===== config.mk =====
export PLATFORM = sky130hd
export DESIGN_NAME = lpm_cell
export DESIGN_NICKNAME = d
export VERILOG_FILES = /design/src/rtl/lpm_pkg.sv /design/src/rtl/lpm_cell.sv
export SDC_FILE = /design/constraint.sdc
export NUM_CORES = 1
export LEC_CHECK = 0
export ABC_AREA = 1
export BUFFER_PORTS_ARGS = -buffer_cell sky130_fd_sc_hd__buf_2
export CORE_ASPECT_RATIO = 0.8
export CORE_MARGIN = 4
export CORE_UTILIZATION = 45
export DETAILED_ROUTE_END_ITERATION = 12
export HOLD_SLACK_MARGIN = 0.05
export PLACE_DENSITY = 0.76
export SLEW_MARGIN = 10
export SYNTH_ARGS = -nofsm -noshare
export SYNTH_HDL_FRONTEND = slang
export SYNTH_SLANG_ARGS = --single-unit

===== constraint.sdc =====
create_clock -name clk_i -period 2 [get_ports clk_i]
set_input_delay 0.4 -clock clk_i [delete_from_list [all_inputs] [get_ports clk_i]]
set_output_delay 0.4 -clock clk_i [all_outputs]
set_load 0.005 [all_outputs]

===== src/rtl/lpm_pkg.sv =====
// Shared types and codes for the longest prefix match lookup block.
package lpm_pkg;

  // Command codes carried in the input item
  localparam logic CMD_LOOKUP = 1'b0;
  localparam logic CMD_WRITE  = 1'b1;

  // Input item: a table write or an address lookup
  typedef struct packed {
    logic        cmd;
    logic [3:0]  entry_index;
    logic        entry_valid;
    logic [31:0] entry_prefix;
    logic [31:0] entry_mask;
    logic [31:0] entry_gateway;
    logic [3:0]  entry_port;
    logic [31:0] lookup_addr;
  } in_item_t;

  // Result item
  typedef struct packed {
    logic        hit;
    logic [3:0]  match_index;
    logic [31:0] match_mask;
    logic [31:0] match_gateway;
    logic [3:0]  match_port;
  } out_item_t;

  // What travels from one cell to the next: the item and the best match so far
  typedef struct packed {
    logic      valid;
    in_item_t  item;
    out_item_t best;
  } lpm_flow_t;

endpackage


===== src/rtl/lpm_cell.sv =====
// One routing table slot with its stage of the lookup chain.
module lpm_cell #(
  parameter int CELL_INDEX = 0,
  parameter int PORT_COUNT = 16
) (
  input  logic              clk_i,
  input  logic              rst_ni,
  input  logic              adv_i,
  input  lpm_pkg::lpm_flow_t flow_i,
  output lpm_pkg::lpm_flow_t flow_o
);
  import lpm_pkg::*;

  localparam logic [3:0] SlotId = 4'(CELL_INDEX);

  // Stored slot
  logic        ent_valid_q;
  logic [31:0] ent_prefix_q;
  logic [31:0] ent_mask_q;
  logic [31:0] ent_gw_q;
  logic [3:0]  ent_port_q;

  // Stage register toward the next cell
  logic      stg_valid_q;
  in_item_t  stg_item_q;
  out_item_t stg_best_q;
  out_item_t best_d;

  logic addr_match;
  logic take;
  logic wr_en;

  // Match and priority: strictly larger mask wins, so the lower slot keeps ties
  assign addr_match = ent_valid_q &&
      (((flow_i.item.lookup_addr ^ ent_prefix_q) & ent_mask_q) == 32'd0);
  assign take = (flow_i.item.cmd == CMD_LOOKUP) && addr_match &&
      (!flow_i.best.hit || (ent_mask_q > flow_i.best.match_mask));

  always_comb begin
    best_d = flow_i.best;
    if (take) begin
      best_d.hit           = 1'b1;
      best_d.match_index   = SlotId;
      best_d.match_mask    = ent_mask_q;
      best_d.match_gateway = ent_gw_q;
      best_d.match_port    = ent_port_q;
    end
  end

  // Write to this slot; a valid entry with an out of range port is dropped
  assign wr_en = adv_i && flow_i.valid && (flow_i.item.cmd == CMD_WRITE) &&
      (32'(flow_i.item.entry_index) == CELL_INDEX) &&
      (!flow_i.item.entry_valid || (32'(flow_i.item.entry_port) < PORT_COUNT));

  always_ff @(posedge clk_i or negedge rst_ni) begin
    if (!rst_ni) begin
      ent_valid_q <= 1'b0;
      stg_valid_q <= 1'b0;
    end else if (adv_i) begin
      stg_valid_q <= flow_i.valid;
      if (wr_en) begin
        ent_valid_q <= flow_i.item.entry_valid;
      end
    end
  end

  // Slot payload and stage payload
  always_ff @(posedge clk_i) begin
    if (wr_en) begin
      ent_prefix_q <= flow_i.item.entry_prefix;
      ent_mask_q   <= flow_i.item.entry_mask;
      ent_gw_q     <= flow_i.item.entry_gateway;
      ent_port_q   <= flow_i.item.entry_port;
    end
    if (adv_i) begin
      stg_item_q <= flow_i.item;
      stg_best_q <= best_d;
    end
  end

  assign flow_o.valid = stg_valid_q;
  assign flow_o.item  = stg_item_q;
  assign flow_o.best  = stg_best_q;

endmodule


==> metrics <==
status=finished, violations left; violated checks=negative setup slack; cts bufs inserted=30; Worst setup SP type=register; Final Hold Slack=0.0710 ns; drt first pass iters=5; hpwl dp=25,100 um; Placer Congestion=0.809; vias per cell=5.00; storage element area=9390 um^2; Core Box Area=about 26,000 um^2; post-synthesis cell type count=31; std cell rows=52; part of the power in registers=between 50 and 60%; Avg Cell Area, Syn=around 15 um^2; Fillers=1,655; starting density of the core=46.3%; Routed Antenna Nets=0; Worst-Skew Late Latency=between 0.5 and 0.6 ns; Max VDD drop=0.000873 V; most frequent CP cell=nand2_1; final cell count without fillers=1,795; Final Util=~70%; CTS clk-pin slew, worst paths=roughly 0.060 ns; final hold vios=0; register area share after synthesis=79.3%; crit-path cells=ha_4, nand2_2, nand2_2, nand2_2, nand2_1, nand2_1, nand2_1, nand2_1, nand2_2, nand2_1, nand2_1, nand2_2, nand2_8, nand2_8, clkbuf_16, nand2_1, nand2_1; WL per Instance=21.2 um; DR vias=roughly 9,000; # IOs=427; normalized max-slew margin=53.6%; Tcrit/Tclk final=115%; DRC errors left=0; number of global-route vias before repair=9,238; starting DRC count in detailed routing=around 600; power density over the cells=between 800 and 900 nW/um^2; maxcap violations=0; Yosys top cell by area=edfxtp_1; final WL=38,100 um; Tot GR Track Use=between 20% and 30%; syn nets=1,047; Static Leak=7.58 nW; Worst Setup Slack, final=-0.310 ns; HP Class=input port to register; final setup vio count=72; CTS Root Buffer Type=clkbuf_16; initial antenna violation count=6; placed insts=approximately 1,600; DIE WIDTH=around 190 um; die height=~150 um; clock network power share=a little under two fifths; first-pass GRT wire length=53,100 um; Worst Tran Pin Value=0.696 ns; critical path required time=2.30 ns; arrival time at the worst endpoint=2.61 ns; Switching Power=~3.2 mW; total power=14.7 mW; CP max FO=7; highest clock rate=approximately 430 MHz; layout cells sized above 1=47.0%; Buf+Inv Stages, Crit Path=1; switching part of the total power=21.7%; largest net degree at the start of global routing=110; Yosys top cell area share=78.9%; Post-Syn Area=11,800 um^2; Post-Route Skew=0.0143 ns; Clock Tree Buf Depth=3; CTS Sinks=313; Gate power share=9.4%; slowest CP cell=edfxtp_1; nets=1,667; Pint=11.5 mW; Post-Place Setup Slack=-0.418 ns; worst reg2reg setup slack=-0.31 ns; largest delay contributor family on the critical path=simple AND/OR/NAND/NOR gates; CTS tree=done; Synth Warn #=0; post-synthesis register bit count=313; gate count of the mapped netlist=800; full die area=29,000 um^2; PortBufs=roughly 430; Synth-to-Final Area Change=50.6%; GRT Residual Overflow=0; Max Slew Vio Count=0; H-tree depth=1; top area cells in the synthesized netlist=edfxtp_1, nand2_1, nand3_1, ha_1, inv_1; RSZ-0062 raised after global routing=true; Crit path largest cell delay=roughly 0.45 ns; critical path capture point type=register; Final min period=2.31 ns; kind of critical path=register to register; multi-input logic area=between 2000 and 3000 um^2
-- synthesized netlist by cell type --
master / instances
or2_2: 1
a21oi_1: 16
xnor2_1: 1
buf_4: 9
nand3_1: 85
mux2_2: 1
or2_1: 8
xor2_1: 10
nor3_1: 3
a21boi_0: 2
clkinv_1: 1
edfxtp_1: 311
nor2_1: 24
nand2_1: 211
or2_0: 4
o22ai_1: 1
o21ai_1: 5
nand2_2: 2
nand4_1: 6
nor4_1: 1
o21a_1: 1
buf_6: 3
inv_2: 1
nor3b_1: 1
inv_1: 40
a21o_1: 1
o21ai_0: 4
a21boi_1: 2
ha_1: 32
clkbuf_1: 11
dfrtp_1: 2
-- layout make-up --
| type | instances | area share (%) |
|---|---|---|
| sequential | 313 | 52.7 |
| multi-input combinational | 423 | 15.4 |
| antenna | 2 | 0.0281 |
| tap | 351 | 2.46 |
| inverter | 42 | 0.884 |
| clock buffer | 34 | 4.41 |
| timing repair buffer | 610 | 23.2 |
| clock inverter | 20 | 0.968 |
-- registers in the layout, indices dropped and copies added, names as in the netlist --
| register | flops |
|---|---|
| ent_mask_q | 32 |
| ent_gw_q | 32 |
| ent_valid_q | 1 |
| ent_prefix_q | 32 |
| flow_o | 211 |
| stg_valid_q | 1 |
| ent_port_q | 4 |
-- logic make-up (layout without fill, tap and decap cells) --
| logic type | count (synthesis) | count (layout) | synth area share (%) |
|---|---|---|---|
| AND/OR/NAND/NOR | 346 | 347 | 12.4 |
| multiplexers | 1 | 1 | 0.0951 |
| other | 0 | 2 | 0 |
| XOR/XNOR | 11 | 11 | 0.814 |
| buffers and inverters | 65 | 706 | 2.54 |
| flip-flops | 313 | 313 | 79.3 |
| AO/OA/AOI/OAI | 32 | 32 | 1.49 |
| adder cells (fa/ha/maj) | 32 | 32 | 3.38 |
-- power by group through the flow --
stage               logic [mW]  registers, mW  clock network [mW]
floorplan                0.201           7.91                   0
global placement          1.10           7.84                   0
detailed placement        1.13           7.85                   0
CTS                       1.29           7.72                5.61
global route              1.50           7.75                5.94
finish                    1.39           7.72                5.57
-- path summary, 6_finish.rpt --
check,end,cells after the start,from
max reg2reg,flow_o[33],17,ent_mask_q[1]
min,flow_o[104],1,flow_i[104]
min in group asynchronous,stg_valid_q,2,rst_ni
max in group asynchronous,ent_valid_q,2,rst_ni
max,flow_o[33],17,ent_mask_q[1]
min reg2reg,ent_valid_q,1,ent_valid_q
-- metal layers --
layer | share of wire, % | GRT usage, %
met5 | 0.12 | 0
met3 | 8.9 | 7.46
met1 | 38 | 28.3
met4 | 3.6 | 7.78
met2 | 49 | 40.9
-- cells in the final DEF, fill, tap and decap left out, drive strengths merged, types with 4 or more instances in the layout --
| master | netlist | final |
|---|---|---|
| nand4 | 6 | 6 |
| o21ai | 9 | 9 |
| clkbuf | 11 | 43 |
| edfxtp | 311 | 311 |
| xor2 | 10 | 10 |
| inv | 41 | 42 |
| nand3 | 85 | 85 |
| ha | 32 | 32 |
| nor2 | 24 | 24 |
| or2 | 13 | 13 |
| dlygate4sd3 | 0 | 99 |
| clkinv | 1 | 17 |
| a21boi | 4 | 4 |
| buf | 12 | 502 |
| a21oi | 16 | 16 |
| nand2 | 213 | 214 |
-- through the flow --
stage	cell area (um^2)	TNS, ns
after floorplan	11900	-171.41
after global placement	15000	-22.03
after detailed placement	15000	-24.55
after CTS	17000	-13.13
after global routing	17800	-30.22
final	17800	-19.84
-- repair_timing --
action	4_1_cts	5_1_grt
gates resized for setup	19	134
endpoints found under the setup margin	73	73
cloned	0	11
buffers inserted	0	4
endpoints found under the hold margin	173	2
pin swaps	3	27
hold buffers	97	2
Power figures use the tool's default switching activity.
